`src/rtl/cvr_ram.sv`:
```
`timescale 1ns / 1ps
// Generic single-write, single-read RAM with registered read data.
// No dependencies.
module cvr_ram #(
    parameter int WIDTH = 8,
    parameter int DEPTH = 16
) (
    input  logic                     i_clk,
    input  logic                     i_we,
    input  logic [$clog2(DEPTH)-1:0] i_waddr,
    input  logic [WIDTH-1:0]         i_wdata,
    input  logic                     i_re,
    input  logic [$clog2(DEPTH)-1:0] i_raddr,
    output logic [WIDTH-1:0]         o_rdata
);
    logic [WIDTH-1:0] r_mem [DEPTH];
    logic [WIDTH-1:0] r_rdata;

    always_ff @(posedge i_clk) begin
        if (i_we) begin
            r_mem[i_waddr] <= i_wdata;
        end
        if (i_re) begin
            r_rdata <= r_mem[i_raddr];
        end
    end

    assign o_rdata = r_rdata;
endmodule

```
`config.mk`:
```
export PLATFORM = sky130hd
export DESIGN_NAME = cvr_ram
export DESIGN_NICKNAME = d
export VERILOG_FILES = /design/src/rtl/cvr_ram.sv
export SDC_FILE = /design/constraint.sdc
export NUM_CORES = 1
export LEC_CHECK = 0
export BUFFER_PORTS_ARGS = -buffer_cell sky130_fd_sc_hd__buf_2
export CORE_AREA = 4 4 95 97
export CTS_CLUSTER_SIZE = 12
export DETAILED_ROUTE_END_ITERATION = 12
export DIE_AREA = 0 0 99 101
export GPL_TIMING_DRIVEN = 0
export MAX_ROUTING_LAYER = met4
export PLACE_DENSITY = 0.83
export REMOVE_ABC_BUFFERS = 1
export SLEW_MARGIN = 20
export SYNTH_ARGS = -nofsm -noshare
export SYNTH_HDL_FRONTEND = slang
export SYNTH_SLANG_ARGS = --single-unit
```
`constraint.sdc`:
```
create_clock -name i_clk -period 4.5 [get_ports i_clk]
set_input_delay 0.9 -clock i_clk [delete_from_list [all_inputs] [get_ports i_clk]]
set_output_delay 0.9 -clock i_clk [all_outputs]
set_load 0.05 [all_outputs]
```
==> flow_summary_export.csv <==
group,metric,value,unit
synthesis,synthDistinctLibCells,18,
route,ant_nets,0,
global_route,grt_antenna_before_repair,0,
global_route,grt_pass1_wl,15500,um
power,cellLeakagePower,0.00202,uW
cts,clkTransAtPathRegs,0.06,ns
critical_path,start_kind,"input pin",
floorplanning,die_w,99,um
synthesis,netlist_area,5230,um^2
final_layout,final_common_cell,"edfxtp_1",
power,peakVddDrop,0.312,mV
power,power,3040,uW
cts,root_buffer,"clkbuf_8",
synthesis,synth_top_area_cell,"edfxtp_1",
final_layout,fill_cells,414,
cts,cts_made_buffers,17,
cts,insertion_delay,0.51,ns
placed_design,dpl_cell_area,5430,um^2
synthesis,synth.top_cells.by_area,"edfxtp_1, mux4_2, mux4_1",
sta,drv_slew,0,
route,via_per_inst,6.39,
cts,cts_tree,"yes",
placed_design,gp_congestion,0.701,
final_layout,fin_nets,284,
floorplanning,io_pins,27,
floorplanning,start_util,64.3,%
min_path,hold_path.class,"input pin to flip-flop",
power,switching_power,609,uW
final_layout,finish.instance_area,6050,um^2
critical_path,critPathArrivalTime,2.76,ns
sta,fmax,399,MHz
sta,worst_pin_slew,1.01,ns
global_route,grt_max_degree,33,
synthesis,ys_warn_count,0,
final_layout,drive_gt1_share,28.4,%
final_layout,most-common-layout-cells,"edfxtp_1, buf_2, mux4_2",
cts,holdBufCountCts,0,
power,seqPwrFrac,47.2,%
route,vias,2449,
critical_path,worstSetupPathType,"input pin to flip-flop",
floorplanning,core-area,8130,um^2
route,routed_wl,9840,um
global_route,grt_use_total,22.7,%
sta,timing.final.ws_setup,1.99,ns
sta,post-route-min-period,2.51,ns
power,swShare,20.0,%
synthesis,synth.top_cell.area_share,78.1,%
global_route,grt_pass1_vias,2607,
power,comb_power_share,4.7,%
status,status,"finished clean",
global_route,grt_overflow,0,
cts,cts_setup_buffers,0,
synthesis,avgSynthCellArea,22.8,um^2
placed_design,numPortBuffers,26,
power,p_per_area,502,nW/um^2
critical_path,cp-end-kind,"flip-flop",
route,first_iter_violations,287,
cts,cts_buffer_depth,2,
floorplanning,die_y,101,um
sta,hold_viol,0,
final_layout,num_antenna_cells,0,
cts,clock-sinks,136,
power,p_int,2430,uW
synthesis,yosys_register_bits,136,
cts,cts_resized,0,
critical_path,crit_fanout,32,
sta,relSlewSlack,32.9,%
synthesis,synthCells,229,
placed_design,place_ws,1.42,ns
sta,rsz0062_at_grt,"no",
sta,tns,0,ns
sta,post-route-period-util,55.8,%
critical_path,required,4.75,ns
job,max-cap-violations,0,
power,pwr-share-clk,48.0,%
sta,finalSetupViolCount,0,
floorplanning,die_area,10000,um^2
synthesis,yosysSeqAreaShare,78.1,%
floorplanning,num_rows,33,
route,wl_per_cell,25.7,um
route,drc,0,
cts,htree_levels,4,
sta,finClkSkew,0.00978,ns
final_layout,area_growth,15.8,%
route,dr.pass1.iters,5,
placed_design,dp.final_hpwl,5650,um
state kept, by name (all words and copies together), names as in the netlist:
register / cells
o_rdata: 8
r_mem: 128
critical path, cell delays in order:
cell,delay (ns)
buf_2,0.75
mux4_1,0.68
a22oi_1,0.28
nand2_1,0.12
layout make-up:
| type | count | area (um^2) | share of cell area [%] |
|---|---|---|---|
| Sequential cell | 136 | 4080 | 67.5 |
| Multi-Input combinational cell | 83 | 1080 | 17.8 |
| Clock buffer | 19 | 422 | 6.97 |
| Clock inverter | 13 | 201 | 3.33 |
| Timing Repair Buffer | 27 | 138 | 2.27 |
| Tap cell | 105 | 131 | 2.17 |
path summary, 6_finish.rpt:
check / startpoint / to / slack, ns / depth (start not counted)
worst max-delay path: i_raddr[0] / o_rdata[0]$_DFFE_PP_ / 1.99 / 4
worst min-delay path: i_re / o_rdata[2]$_DFFE_PP_ / 0.74 / 1
worst max register to register: r_mem[1][0]$_DFFE_PP_ / o_rdata[0]$_DFFE_PP_ / 2.91 / 3
worst min register to register: r_mem[12][7]$_DFFE_PP_ / o_rdata[7]$_DFFE_PP_ / 0.77 / 3
per-layer routing:
layer	up-vias	global-route usage (%)	share of wire, %
met1	1252	30.2	40
met4	0	7.98	2.0
met3	15	6.09	7.4
met2	129	34.5	51
met5	-	-	0
li1	1053	-	-
synthesized netlist by cell type, drive strengths merged:
cell type / instances
nor2: 13
edfxtp: 136
clkdlybuf4s25: 3
nand3: 1
and2b: 1
nor3: 4
nand3b: 2
nand2: 9
or3b: 1
buf: 7
a22oi: 16
and2: 1
nand2b: 2
nor2b: 1
mux4: 32
metrics by stage:
| step | hold slack [ns] | std cells | utilization, % |
|---|---|---|---|
| after floorplan | 0.705 | 219 | - |
| final | 0.738 | 383 | 74.4 |
| after global routing | 0.717 | 383 | 74.4 |
| after detailed placement | 0.750 | 351 | 66.8 |
| after CTS | 0.721 | 383 | 74.4 |
| after global placement | 0.718 | 350 | 66.4 |
kinds of logic after synthesis:
family,Yosys count,synth area share [%]
AOI/OAI and AO/OA,16,2.30
buffers and inverters,10,1.65
DFF,136,78.1
muxes,32,14.8
and+or+nand+nor,35,3.14
power by group through the flow:
stage / registers [uW] / logic [uW] / clock network [uW]
6_report: 1430 / 144 / 1460
5_1_grt: 1440 / 155 / 1540
4_1_cts: 1440 / 146 / 1470
3_5_place_dp: 1460 / 144 / 0
3_3_place_gp: 1460 / 137 / 0
2_1_floorplan: 1480 / 56.9 / 0
(Power assumes the default switching activity.)
