--- src/rtl/cvr_pkg.sv ---
`timescale 1ns / 1ps
// Shared types and constants for the channel variance ranker.
// No dependencies.
package cvr_pkg;

    localparam int MaxCh     = 1024;
    localparam int EdgeDepth = MaxCh + 1;
    localparam int ChW       = 11;
    localparam int IdxW      = 10;
    localparam int RowW      = 8;
    localparam int RowCntW   = 9;
    localparam int SampleW   = 24;
    localparam int EdgeW     = 20;
    localparam int RankW     = 10;
    localparam int SumW      = 32;
    localparam int SqW       = 56;
    localparam int ScoreW    = 64;
    localparam int InDataW   = 80;
    localparam int OutDataW  = 80;
    localparam int AddrW     = 4;

    localparam logic [ScoreW-1:0] SCORE_MAX    = {1'b0, {(ScoreW-1){1'b1}}};
    localparam logic [ScoreW-1:0] SCORE_MASKED = {ScoreW{1'b1}};

    localparam logic KIND_DONE = 1'b0;
    localparam logic KIND_READ = 1'b1;

    typedef enum logic [1:0] {
        CMD_EDGE    = 2'd0,
        CMD_SAMPLE  = 2'd1,
        CMD_COMPUTE = 2'd2,
        CMD_READ    = 2'd3
    } t_cmd;

    typedef enum logic [1:0] {
        REG_CH_COUNT  = 2'd0,
        REG_ROW_COUNT = 2'd1,
        REG_MASK_LOW  = 2'd2,
        REG_MASK_HIGH = 2'd3
    } t_reg;

    typedef struct packed {
        logic [ChW-1:0]     channel_count;
        logic [RowCntW-1:0] row_count;
        logic [EdgeW-1:0]   mask_low;
        logic [EdgeW-1:0]   mask_high;
    } t_cfg;

    typedef enum logic [3:0] {
        S_CLR,
        S_IDLE,
        S_LD_WR,
        S_SC_E0W,
        S_SC_RD,
        S_SC_MUL,
        S_SC_WR,
        S_RK_LD,
        S_RK_KEY,
        S_RK_SCAN,
        S_RK_WR,
        S_RD_1,
        S_RD_2,
        S_EMIT
    } t_state;

endpackage

--- src/rtl/cvr_score.sv ---
`timescale 1ns / 1ps
// Score unit: registered products rows*sumsq and sum^2, then subtract,
// clamp and mask. Depends on cvr_pkg.
module cvr_score (
    input  logic                      i_clk,
    input  logic                      i_en,
    input  cvr_pkg::t_cfg             i_cfg,
    input  logic [cvr_pkg::SqW-1:0]   i_sq,
    input  logic [cvr_pkg::SumW-1:0]  i_sum,
    input  logic [cvr_pkg::EdgeW-1:0] i_edge_lo,
    input  logic [cvr_pkg::EdgeW-1:0] i_edge_hi,
    output logic [cvr_pkg::ScoreW-1:0] o_score
);
    import cvr_pkg::*;

    logic [SqW+RowCntW-1:0] r_prod;
    logic [2*SumW-1:0]      r_s2;
    logic                   r_masked;
    logic [SumW-1:0]        mag;
    logic [EdgeW:0]         mid2;
    logic [EdgeW:0]         lo2;
    logic [EdgeW:0]         hi2;
    logic [SqW+RowCntW-1:0] diff;

    always_comb begin
        mag  = i_sum[SumW-1] ? (~i_sum + SumW'(1)) : i_sum;
        mid2 = {1'b0, i_edge_lo} + {1'b0, i_edge_hi};
        lo2  = {i_cfg.mask_low, 1'b0};
        hi2  = {i_cfg.mask_high, 1'b0};
    end

    always_ff @(posedge i_clk) begin
        if (i_en) begin
            r_prod   <= i_sq * i_cfg.row_count;
            r_s2     <= mag * mag;
            r_masked <= (mid2 >= lo2) && (mid2 < hi2);
        end
    end

    always_comb begin
        diff = r_prod - (SqW+RowCntW)'(r_s2);
        if (r_masked) begin
            o_score = SCORE_MASKED;
        end else if (r_prod < (SqW+RowCntW)'(r_s2)) begin
            o_score = '0;
        end else if (diff[SqW+RowCntW-1:ScoreW-1] != '0) begin
            o_score = SCORE_MAX;
        end else begin
            o_score = diff[ScoreW-1:0];
        end
    end
endmodule

--- config.mk ---
export PLATFORM = sky130hd
export DESIGN_NAME = cvr_score
export DESIGN_NICKNAME = d
export VERILOG_FILES = /design/src/rtl/cvr_pkg.sv /design/src/rtl/cvr_score.sv
export SDC_FILE = /design/constraint.sdc
export NUM_CORES = 2
export LEC_CHECK = 0
export ABC_AREA = 1
export BUFFER_PORTS_ARGS = -buffer_cell sky130_fd_sc_hd__buf_2
export CORE_AREA = 2 2 391 393
export CTS_BUF_LIST = sky130_fd_sc_hd__clkbuf_8
export DETAILED_ROUTE_END_ITERATION = 12
export DIE_AREA = 0 0 393 395
export GPL_TIMING_DRIVEN = 0
export PLACE_DENSITY = 0.61
export SYNTH_ARGS = -nofsm -noshare
export SYNTH_HDL_FRONTEND = slang
export SYNTH_SLANG_ARGS = --single-unit
export TNS_END_PERCENT = 50
--- constraint.sdc ---
create_clock -name i_clk -period 8.1 [get_ports i_clk]
set_clock_uncertainty 0.2 [all_clocks]
set_input_delay 0.81 -clock i_clk [delete_from_list [all_inputs] [get_ports i_clk]]
set_output_delay 0.81 -clock i_clk [all_outputs]
set_load 0.05 [all_outputs]
==> reports/metrics.yaml <==
crit_top_cell: "fa_1"
yosys_warnings: 0
clock.fmax_ghz: 0.1172
drtIter0Drc: 4963
grt_max_degree: 74
worstMarginPinSlew_ns: 1.188
vias: 53270
start_kind: "input pin"
hold_start: "i_sum[0]"
violations: "setup timing"
whs_ns: 0.5081
drv_slew: 0
hpwl_um: 181400
fin_ws_ns: -0.4311
synth_seq_area_share_pct: 6.445
wl_met2_um: 94340
holdBufCountCts: 0
maxCapViolCount: 0
hp-class: "input pin to register"
synth_area_sq_um: 60110
detail_route.first_pass.iterations: 7
drcViolationCount: 0
cp_max_fo: 8
ys.flop_type: "edfxtp_1"
avgViaCountPerCell: 5.039
hold_viol: 0
core_sq_um: 151200
routed_wirelength_um: 215300
cp_data_arrival_time_ns: 8.57
cts_made_buffers: 17
pre_cts_ws_ns: -2.584
path_class: "input pin to register"
die_h_um: 395
finalCritPeriodShare_pct: 105.3
htreeDepth: 4
start_util_pct: 39.76
overflow: 0
dieArea_sq_um: 155200
hold_depth: 2
met1_length_um: 92900
antenna_found_initial: 7
ios: 254
cpPeakStageDelay_ns: 0.65
slew_headroom_pct: 20.78
ys_ff_latch: 129
critPathSlowestCell: "fa_2"
numPortBuffers: 176
critPathCaptureType: "register"
grt_pass1_vias: 54670
syn2layout_area_growth_pct: 16.77
multi_input_area_sq_um: 49630
cts-root-buf: "clkbuf_8"
syn_avg_cell_area_sq_um: 7.442
postSynthCellCount: 8076
highest_layer: "met5"
die_w_um: 393
cts_tree: "built"
grt_first_pass_wirelength_um: 325000
grt_setup_unrepaired: "true"
period_needed_ns: 8.531
cts.sinks: 129
avgRoutedWirePerCell_um: 20.36
wl_met3_um: 21690
worstHoldEndpoint: "r_s2[0]"
routabilityCongestion: 0.9763
outcome: "complete, but fails checks"
worstPathRequired_ns: 8.13
n_fill_cell: 15130
ant_nets: 0
async_flop_share_pct: 0
track_usage_pct: 27.86
cts_max_path_buffers: 2
synth.distinct_cells: 56
setup_viol: 43
rows: 143
fin_nets: 10380
ff_latch_area_sq_um: 3874
drive_gt1_share_pct: 13.78
synth_edf_count: 129
clkTransAtPathRegs_ns: 0.09
state kept, by name (all words and copies together) (netlist names):
| signal | count |
|---|---|
| r_prod | 65 |
| r_s2 | 63 |
| r_masked | 1 |
stage by stage:
stage,utilization [%],TNS [ns],cells,area (sq um)
floorplan,-,-0.06961,8100,60590
global placement,42.34,-111.35,10310,64010
detailed placement,42.36,-115.61,10310,64050
CTS,45.37,-6.219,10500,68600
global route,46.42,-17.92,10570,70180
finish,46.42,-11.69,10570,70180
critical path: cells and delay by family:
family | cells | cell delay [ns]
AOI/OAI and AO/OA | 4 | 0.64
xor gates and xnor gates | 1 | 0.19
adders and majority gates | 10 | 4.50
buffers and inverters | 10 | 0.96
and+or+nand+nor | 13 | 1.43
cell type report:
class / count / share of cell area (%)
Antenna cell: 4 / 0.01426
Buffer: 216 / 2.473
Clock buffer: 17 / 0.3334
Clock inverter: 15 / 0.2282
Inverter: 2329 / 12.69
Multi-Input combinational cell: 5425 / 70.72
Sequential cell: 129 / 5.520
Tap cell: 2030 / 3.619
Timing Repair Buffer: 405 / 4.389
Timing Repair inverter: 1 / 0.01605
worst max path at each step:
stage,cells after the start,slack [ns],from,endpoint
after floorplan,32,-0.02,i_sum[0],r_s2[39]
after global placement,36,-2.50,i_sum[0],r_s2[57]
after detailed placement,33,-2.58,i_sum[0],r_s2[61]
after CTS,39,-0.30,i_sum[0],r_s2[59]
after global routing,39,-0.54,i_sum[0],r_s2[59]
final,38,-0.43,i_sum[0],r_s2[59]
synthesized netlist by cell type, types with 15 or more instances:
library cell  count  area share, %
a21o_1           29           0.36
a21oi_1         240            2.0
a31oi_1          41           0.43
buf_1            52           0.32
buf_2            41           0.34
buf_6            16           0.30
clkbuf_1         97           0.61
edfxtp_1        129            6.4
fa_1           1175             39
ha_1            492             10
inv_1          2312             14
inv_2            15          0.094
nand2_1        1967             12
nand3_1         213            1.8
nand3b_1         30           0.37
nand4_1          39           0.41
nor2_1          640            4.0
nor2_2           17           0.18
nor3_1           57           0.47
o21a_1           15           0.19
o21ai_0         137            1.1
o21bai_1         33           0.41
xnor2_1          71            1.0
xor2_1          107            1.6
routing by layer:
layer / vias up / global-route usage (%)
met5: - / 0
met4: 4 / 7.013
met3: 375 / 5.719
met2: 2229 / 42.66
met1: 26260 / 40.10
li1: 24400 / -
cells by family after synthesis:
family	synth area share, %
buf+inv	16.26
simple gates	20.11
compound gates	5.081
flops	6.445
xor+xnor	2.694
other cells	0.01249
mux	0.01665
fa+ha+maj	49.38
cells in the final DEF, fill, tap and decap left out, types with 26 or more instances in the layout:
cell type	count
inv_1	2229
nand2_1	1863
fa_1	1133
nor2_1	508
ha_1	448
a21oi_1	198
nand3_1	191
buf_4	189
buf_2	178
edfxtp_1	129
o21ai_0	95
xor2_1	94
nor2_2	93
nand2_2	79
clkbuf_1	78
inv_2	73
xnor2_1	66
nor2_4	57
buf_6	52
buf_12	50
buf_1	45
nor3_1	44
fa_2	42
ha_4	41
nand4_1	39
nand2_4	37
nand3b_1	30
a21oi_2	29
o21bai_1	27
conb_1	26
what timing repair did:
item | CTS | global route
gates resized for setup | 719 | 281
endpoints found under the setup margin | 54 | 49
pin swaps | 179 | 141
cloned | 2 | 2
setup buffers | 155 | 71
hold endpoints to repair | 0 | 0
Power is not shown: default switching activity piles up to over one toggle a cycle in this logic, so the estimate is an artifact.
