### config.mk
export PLATFORM = sky130hd
export DESIGN_NAME = cvr_cfg
export DESIGN_NICKNAME = d
export VERILOG_FILES = /design/src/rtl/cvr_pkg.sv /design/src/rtl/cvr_cfg.sv
export SDC_FILE = /design/constraint.sdc
export NUM_CORES = 1
export LEC_CHECK = 0
export BUFFER_PORTS_ARGS = -buffer_cell sky130_fd_sc_hd__buf_4
export CAP_MARGIN = 0
export CORE_MARGIN = 5
export CORE_UTILIZATION = 25
export DETAILED_ROUTE_END_ITERATION = 6
export PLACE_DENSITY = 0.59
export REMOVE_ABC_BUFFERS = 1
export SYNTH_ARGS = -nofsm -noshare
export SYNTH_HDL_FRONTEND = slang
export SYNTH_SLANG_ARGS = --single-unit
### constraint.sdc
create_clock -name i_clk -period 1.4 [get_ports i_clk]
set_input_delay 0.28 -clock i_clk [delete_from_list [all_inputs] [get_ports i_clk]]
set_output_delay 0.28 -clock i_clk [all_outputs]
set_load 0.01 [all_outputs]
### src/rtl/cvr_pkg.sv
`timescale 1ns / 1ps
// Shared types and constants for the channel variance ranker.
// No dependencies.
package cvr_pkg;

    localparam int MaxCh     = 1024;
    localparam int EdgeDepth = MaxCh + 1;
    localparam int ChW       = 11;
    localparam int IdxW      = 10;
    localparam int RowW      = 8;
    localparam int RowCntW   = 9;
    localparam int SampleW   = 24;
    localparam int EdgeW     = 20;
    localparam int RankW     = 10;
    localparam int SumW      = 32;
    localparam int SqW       = 56;
    localparam int ScoreW    = 64;
    localparam int InDataW   = 80;
    localparam int OutDataW  = 80;
    localparam int AddrW     = 4;

    localparam logic [ScoreW-1:0] SCORE_MAX    = {1'b0, {(ScoreW-1){1'b1}}};
    localparam logic [ScoreW-1:0] SCORE_MASKED = {ScoreW{1'b1}};

    localparam logic KIND_DONE = 1'b0;
    localparam logic KIND_READ = 1'b1;

    typedef enum logic [1:0] {
        CMD_EDGE    = 2'd0,
        CMD_SAMPLE  = 2'd1,
        CMD_COMPUTE = 2'd2,
        CMD_READ    = 2'd3
    } t_cmd;

    typedef enum logic [1:0] {
        REG_CH_COUNT  = 2'd0,
        REG_ROW_COUNT = 2'd1,
        REG_MASK_LOW  = 2'd2,
        REG_MASK_HIGH = 2'd3
    } t_reg;

    typedef struct packed {
        logic [ChW-1:0]     channel_count;
        logic [RowCntW-1:0] row_count;
        logic [EdgeW-1:0]   mask_low;
        logic [EdgeW-1:0]   mask_high;
    } t_cfg;

    typedef enum logic [3:0] {
        S_CLR,
        S_IDLE,
        S_LD_WR,
        S_SC_E0W,
        S_SC_RD,
        S_SC_MUL,
        S_SC_WR,
        S_RK_LD,
        S_RK_KEY,
        S_RK_SCAN,
        S_RK_WR,
        S_RD_1,
        S_RD_2,
        S_EMIT
    } t_state;

endpackage

### src/rtl/cvr_cfg.sv
`timescale 1ns / 1ps
// APB configuration registers of the channel variance ranker.
// Depends on cvr_pkg.
module cvr_cfg (
    input  logic                  i_clk,
    input  logic                  i_rst_n,
    input  logic                  psel,
    input  logic                  penable,
    input  logic                  pwrite,
    input  logic [cvr_pkg::AddrW-1:0] paddr,
    input  logic [31:0]           pwdata,
    output logic [31:0]           prdata,
    output logic                  pready,
    output cvr_pkg::t_cfg         o_cfg
);
    import cvr_pkg::*;

    t_cfg r_cfg;
    t_reg idx;

    assign idx    = t_reg'(paddr[3:2]);
    assign pready = 1'b1;
    assign o_cfg  = r_cfg;

    always_ff @(posedge i_clk) begin
        if (!i_rst_n) begin
            r_cfg.channel_count <= ChW'(1024);
            r_cfg.row_count     <= RowCntW'(256);
            r_cfg.mask_low      <= EdgeW'(88320);
            r_cfg.mask_high     <= EdgeW'(105600);
        end else if (psel && penable && pwrite) begin
            case (idx)
                REG_CH_COUNT:  r_cfg.channel_count <= pwdata[ChW-1:0];
                REG_ROW_COUNT: r_cfg.row_count     <= pwdata[RowCntW-1:0];
                REG_MASK_LOW:  r_cfg.mask_low      <= pwdata[EdgeW-1:0];
                REG_MASK_HIGH: r_cfg.mask_high     <= pwdata[EdgeW-1:0];
                default: ;
            endcase
        end
    end

    always_comb begin
        case (idx)
            REG_CH_COUNT:  prdata = 32'(r_cfg.channel_count);
            REG_ROW_COUNT: prdata = 32'(r_cfg.row_count);
            REG_MASK_LOW:  prdata = 32'(r_cfg.mask_low);
            REG_MASK_HIGH: prdata = 32'(r_cfg.mask_high);
            default:       prdata = '0;
        endcase
    end
endmodule

==> results.yml, run 1 <==
cells_and_area:
  num_antenna_cells: 0
  regArea_sq_um: 1240
  layout-drive-gt1-share_pct: 49.0
  final_common_cell: "buf_4"
  final_cell_mix: "132 x buf_4, 66 x nand2_1, 57 x mux2i_1, 33 x dfxtp_2, 27 x dfxtp_1"
  syn_to_final_growth_pct: 55.6
  final_nets: 467
  largest_reg_flops: 60
  multi_input_area_sq_um: 1390
  num-fill-cells: 1106
  fin_util_pct: 40.1
  finalNonFillerCells: 571
power_and_ir_drop:
  p_int_mw: 3.44
  total_leakage_power_nw: 2.12
  total_power_mw: 4.45
  p_clk_share_pct: 50.1
  p_sw_mw: 1.02
  vdd_ir_drop_max_uv: 551
  power.density_nw_per_um2: 1010
  comb_power_share_pct: 10.4
  seqPwrFrac_pct: 39.4
  swShare_pct: 22.8
logic_synthesis:
  synth.avg_cell_area_sq_um: 9.76
  synth_compound_area_share_pct: 5.06
  ys_types: 23
  ys_warn_count: 0
  synthAdderAreaFrac_pct: 0
  synthArstFlopShare_pct: 0
  seq_area_frac_synth_pct: 42.6
  yosys_most_used_dff: "dfxtp_1"
  synth_seq_cells: 60
  synth_edf_count: 0
  synth_top_family_by_area: "multiplexers"
  netlist_area_sq_um: 2820
  synthSimpleGateAreaFrac_pct: 14.5
  synth-xor-area-share_pct: 0
  synth_mux_area_share_pct: 27.8
  netlist_instances: 289
worst_setup_path:
  crit_fanout: 2
  path_class: "flop to primary output"
  r2r_end: "o_cfg[7]$_SDFFE_PN1P_"
  worst_path_largest_cell_delay_ns: 0.48
  regToRegSetupSlack_ns: 0.64
  cp.required_ns: 1.12
  cp-end-kind: "primary output"
  critPathLaunchType: "flop"
  path_cells: "mux4_2 -> buf_6"
  reg2regPathDepth: 3
  r2r_start: "o_cfg[7]$_SDFFE_PN1P_"
  cp.arrival_ns: 1.26
  slowest_stage: "mux4_2"
min_path:
  hold_end: "o_cfg[59]$_SDFFE_PN1P_"
  holdPathStages: 3
  hp-class: "input port to flop"
  hold_start: "pwdata[10]"
placement:
  placed_cells: 531
  io_buffers: 106
  dp_hpwl_microns: 6140
  gp_congestion: 0.718
global_routing:
  grt_pass1_vias: 2539
  track_usage_pct: 12.9
  grt_pass1_wl_microns: 13400
  antenna_found_initial: 0
  grt-ovfl-total: 0
  grt_max_degree: 49
timing:
  hold_ws_ns: 0.219
  fin_ws_ns: -0.138
  rsz0062_at_grt: "true"
  min_period_over_period_pct: 110
  hold_viol: 0
  timing.setup.tns_ns: -1.12
  fin_worst_skew_ns: 0
  layout_min_cycle_time_ns: 1.54
  setup_viol: 9
  max_freq_mhz: 650
  drv_slew: 0
routing:
  wl_per_cell_microns: 15.4
  drt_iter0_markers: 97
  dr.pass1.iters: 6
  remaining_drc_errors: 0
  ant_nets: 0
  via_per_inst: 4.50
  num_vias: 2571
  drt-total-wl_microns: 8770
clock_tree:
  hold_buffers: 0
  cts_root_buffer: "clkbuf_16"
  cts.sinks: 60
  numCtsBuffers: 9
  cts.reportedPaths.clkPinSlew_ns: 0.05
  cts-htree-levels: 3
  tritoncts: "yes"
  clk_path_buf_depth: 2
  clkLatencyLatePin_ns: 0.32
run_status:
  violations: "setup timing"
  status: "complete, but fails checks"
run:
  cap_violations: 0
floorplan:
  die_h_microns: 116
  io_pins: 134
  row_count: 38
  fp.coreArea_sq_um: 10900
  die-area_sq_um: 13500
  initial_utilization_pct: 25.8
  dieWidth_microns: 116
[what timing repair did]
item / 4_1_cts / 5_1_grt
setup buffers: 23 / 1
pin swaps: 0 / 1
resized for setup: 39 / 11
endpoints found under the setup margin: 20 / 13
[cell type report]
class | instances | area share (%)
inverter | 13 | 1.11
multi-input combinational | 193 | 31.7
clock buffer | 12 | 5.84
timing repair buffer | 149 | 27.9
clock inverter | 4 | 1.08
tap | 140 | 3.99
sequential | 60 | 28.3
[power by group through the flow]
stage                     clock [mW]  combinational, mW  sequential (mW)
after detailed placement           0              0.435             1.79
after global routing            2.38              0.503             1.76
after CTS                       2.29              0.462             1.75
after floorplan                    0              0.147             1.80
after global placement             0              0.431             1.79
final                           2.23              0.464             1.76
[logic make-up (layout without fill, tap and decap cells)]
family / after synthesis / after routing
muxes: 67 / 67
other: 2 / 13
buffers and inverters: 47 / 178
DFF: 60 / 60
and+or+nand+nor: 91 / 91
AOI/OAI and AO/OA: 22 / 22
[synthesized netlist by cell type (2+ instances only)]
cell type	n	share of area, %
buf_2	6	1.1
buf_4	17	4.5
buf_6	4	1.6
clkbuf_1	7	0.93
conb_1	2	0.27
dfxtp_1	60	43
inv_1	13	1.7
mux2i_1	58	21
mux4_2	9	7.2
nand2_1	66	8.8
nand3_1	2	0.35
nand4b_1	5	1.6
nor2_1	11	1.5
o211ai_1	12	3.2
o21ai_0	9	1.6
[metrics by stage]
stage / area [sq um] / setup slack [ns]
5_1_grt: 4390 / -0.172
4_1_cts: 4360 / -0.142
2_1_floorplan: 2630 / -0.682
6_report: 4390 / -0.138
3_3_place_gp: 3800 / -0.164
3_5_place_dp: 3800 / -0.165
[how the worst max path moves through the flow]
stage / startpoint / endpoint / depth (start not counted) / slack [ns]
floorplan: pwrite / o_cfg[20]$_SDFFE_PN0P_ / 3 / -0.68
global placement: paddr[3] / prdata[8] / 3 / -0.16
detailed placement: paddr[3] / prdata[8] / 3 / -0.17
CTS: o_cfg[6]$_SDFFE_PN0P_ / prdata[6] / 2 / -0.14
global route: o_cfg[3]$_SDFFE_PN0P_ / prdata[3] / 2 / -0.17
finish: o_cfg[1]$_SDFFE_PN0P_ / prdata[1] / 2 / -0.14
[routing by layer]
| metal | global-route usage (%) | up-vias | part of all wire, % |
|---|---|---|---|
| met5 | 0 | - | 0 |
| met4 | 4.49 | 0 | 1.3 |
| met3 | 3.42 | 14 | 7.5 |
| met2 | 21.2 | 111 | 48 |
| met1 | 16.4 | 1217 | 43 |
| li1 | - | 1229 | - |
[worst max-delay path, delay by kind of cell, from the launching register on]
kind / cells / cell delay [ns]
buffers and inverters: 1 / 0.14
DFF: 1 / 0.32
muxes: 1 / 0.48
No activity file was read; power rests on OpenSTA's default activity.
==> inputs of run 2 (changes only) <==
--- a/config.mk
+++ b/config.mk
@@ -7,10 +7,13 @@
 export LEC_CHECK = 0
 export BUFFER_PORTS_ARGS = -buffer_cell sky130_fd_sc_hd__buf_4
 export CAP_MARGIN = 0
+export CELL_PAD_IN_SITES_DETAIL_PLACEMENT = 1
+export CELL_PAD_IN_SITES_GLOBAL_PLACEMENT = 1
 export CORE_MARGIN = 5
 export CORE_UTILIZATION = 25
+export CTS_CLUSTER_SIZE = 30
 export DETAILED_ROUTE_END_ITERATION = 6
-export PLACE_DENSITY = 0.59
+export PLACE_DENSITY = 0.74
 export REMOVE_ABC_BUFFERS = 1
 export SYNTH_ARGS = -nofsm -noshare
 export SYNTH_HDL_FRONTEND = slang
==> run 2 against run 1 <==
- the flow still finishes with violations (setup timing)
- largest power group unchanged
- combinational power is 5.4% higher
- sequential power hardly changed
- critical endpoint is now prdata[2]
- clock skew stayed put
- clock power is 9.0% lower
- global-route usage is 1.2 points higher
- die area stayed put
- sequential share of layout area is 0.37 points lower
- register-to-register slack worse by 0.07 ns
- cell count is 0.53% higher
- sequential cell count stayed put
==> results.yml, run 2 (synthesis gave the netlist of run 1 again) <==
run_status:
  status: "complete, but fails checks"
  violations: "setup timing"
global_routing:
  track_usage_pct: 14.2
  grt-ovfl-total: 0
  grt_pass1_wl_microns: 14800
  antenna_found_initial: 0
  grt_pass1_vias: 2773
  grt_max_degree: 42
power_and_ir_drop:
  p_int_mw: 3.30
  p_clk_share_pct: 47.4
  comb_power_share_pct: 11.4
  total_power_mw: 4.27
  vdd_ir_drop_max_uv: 520
  seqPwrFrac_pct: 41.1
  p_sw_mw: 0.972
  power.density_nw_per_um2: 961
  total_leakage_power_nw: 2.15
  swShare_pct: 22.7
routing:
  num_vias: 2581
  ant_nets: 0
  drt_iter0_markers: 102
  remaining_drc_errors: 0
  dr.pass1.iters: 4
  drt-total-wl_microns: 9560
  via_per_inst: 4.50
  wl_per_cell_microns: 16.7
worst_setup_path:
  path_class: "flop to primary output"
  worst_path_largest_cell_delay_ns: 0.47
  cp.required_ns: 1.12
  critPathLaunchType: "flop"
  crit_fanout: 2
  cpLargestDelayFamily: "multiplexers"
  cp-end-kind: "primary output"
  slowest_stage: "mux4_2"
  path_cells: "mux4_2 -> buf_6"
  crit_buf_inv: 1
  cp.arrival_ns: 1.25
cells_and_area:
  final_common_cell: "buf_4"
  syn_to_final_growth_pct: 57.7
  largest_reg_flops: 60
  layout-drive-gt1-share_pct: 50.0
  final_cell_mix: "135 x buf_4, 66 x nand2_1, 57 x mux2i_1, 33 x dfxtp_2, 27 x dfxtp_1"
  final_nets: 472
  fin_util_pct: 40.7
  num_antenna_cells: 0
floorplan:
  row_count: 38
  fp.coreArea_sq_um: 10900
  die_h_microns: 116
  dieWidth_microns: 116
  die-area_sq_um: 13500
  initial_utilization_pct: 25.8
  io_pins: 134
placement:
  dp_hpwl_microns: 6730
  pre_cts_ws_ns: -0.256
  gp_congestion: 0.695
  io_buffers: 106
clock_tree:
  cts_root_buffer: "clkbuf_16"
  cts.reportedPaths.clkPinSlew_ns: 0.05
  tritoncts: "yes"
  numCtsBuffers: 9
  clk_path_buf_depth: 2
  hold_buffers: 0
  cts.sinks: 60
  clkLatencyLatePin_ns: 0.32
  cts-htree-levels: 3
timing:
  hold_viol: 0
  min_period_over_period_pct: 110
  max_freq_mhz: 652
  fin_ws_ns: -0.133
  rsz0062_at_grt: "true"
  drv_slew: 0
  setup_viol: 9
  layout_min_cycle_time_ns: 1.53
  fin_worst_skew_ns: 0
run:
  cap_violations: 0
min_path:
  hp-class: "input port to flop"
run 2: cell types whose count changed in the layout (fill, tap and decap cells not counted), sizes merged:
cell	before	now
bufinv	1	0
clkbuf	12	13
buf	149	153
inv	13	12
run 2: power groups by stage:
stage	clock network [mW]	logic, mW	registers [mW]
after CTS	2.08	0.479	1.76
after global routing	2.17	0.534	1.76
final	2.03	0.489	1.76
after floorplan	0	0.147	1.80
after detailed placement	0	0.448	1.79
after global placement	0	0.439	1.79
run 2: repair_timing:
| item | 4_1_cts | 5_1_grt |
|---|---|---|
| cloned | 0 | 1 |
| setup endpoints to repair | 20 | 17 |
| buffers inserted | 21 | 3 |
| gates resized for setup | 40 | 15 |
run 2: through the flow:
step	area, sq um	hold slack [ns]	cells	setup TNS, ns
after floorplan	2630	0.366	266	-13.50
after global placement	3840	0.456	535	-6.85
after detailed placement	3840	0.469	535	-8.84
after CTS	4360	0.219	570	-1.27
after global routing	4450	0.250	574	-1.47
final	4450	0.232	574	-1.11
run 2: worst reg2reg max path, stage by stage, from the launching register on:
cell     delay, ns
dfxtp_2       0.32
buf_4         0.13
buf_4         0.13
nand2_1       0.06
mux2i_1       0.07
run 2: final timing paths:
check                                end  slack, ns  depth (start not counted)                    from
setup / recovery               prdata[2]      -0.13                          2   o_cfg[2]$_SDFFE_PN0P_
hold / removal    o_cfg[14]$_SDFFE_PN0P_       0.23                          3              pwdata[14]
setup reg to reg  o_cfg[45]$_SDFFE_PN0P_       0.57                          4  o_cfg[45]$_SDFFE_PN0P_
hold reg to reg   o_cfg[21]$_SDFFE_PN0P_       0.46                          2  o_cfg[21]$_SDFFE_PN0P_
run 2: final cells by class:
type                    instances  area [sq um]
fillers                      1266          6490
repair buffers                154          1310
flip-flops and latches         60          1240
clock buffers                  12           267
multi-input cells             193          1400
clock inverters                 2          10.0
inverters                      13          52.6
well taps                     140           175
run 2: layer usage:
layer	track usage (%)	part of all wire (%)	wire length [microns]	vias to the layer above
met4	2.94	0.50	48	0
met5	0	0	0	-
met2	24.7	51	4830	98
met1	16.9	41	3890	1232
met3	5.03	8.3	793	7
li1	-	-	-	1244
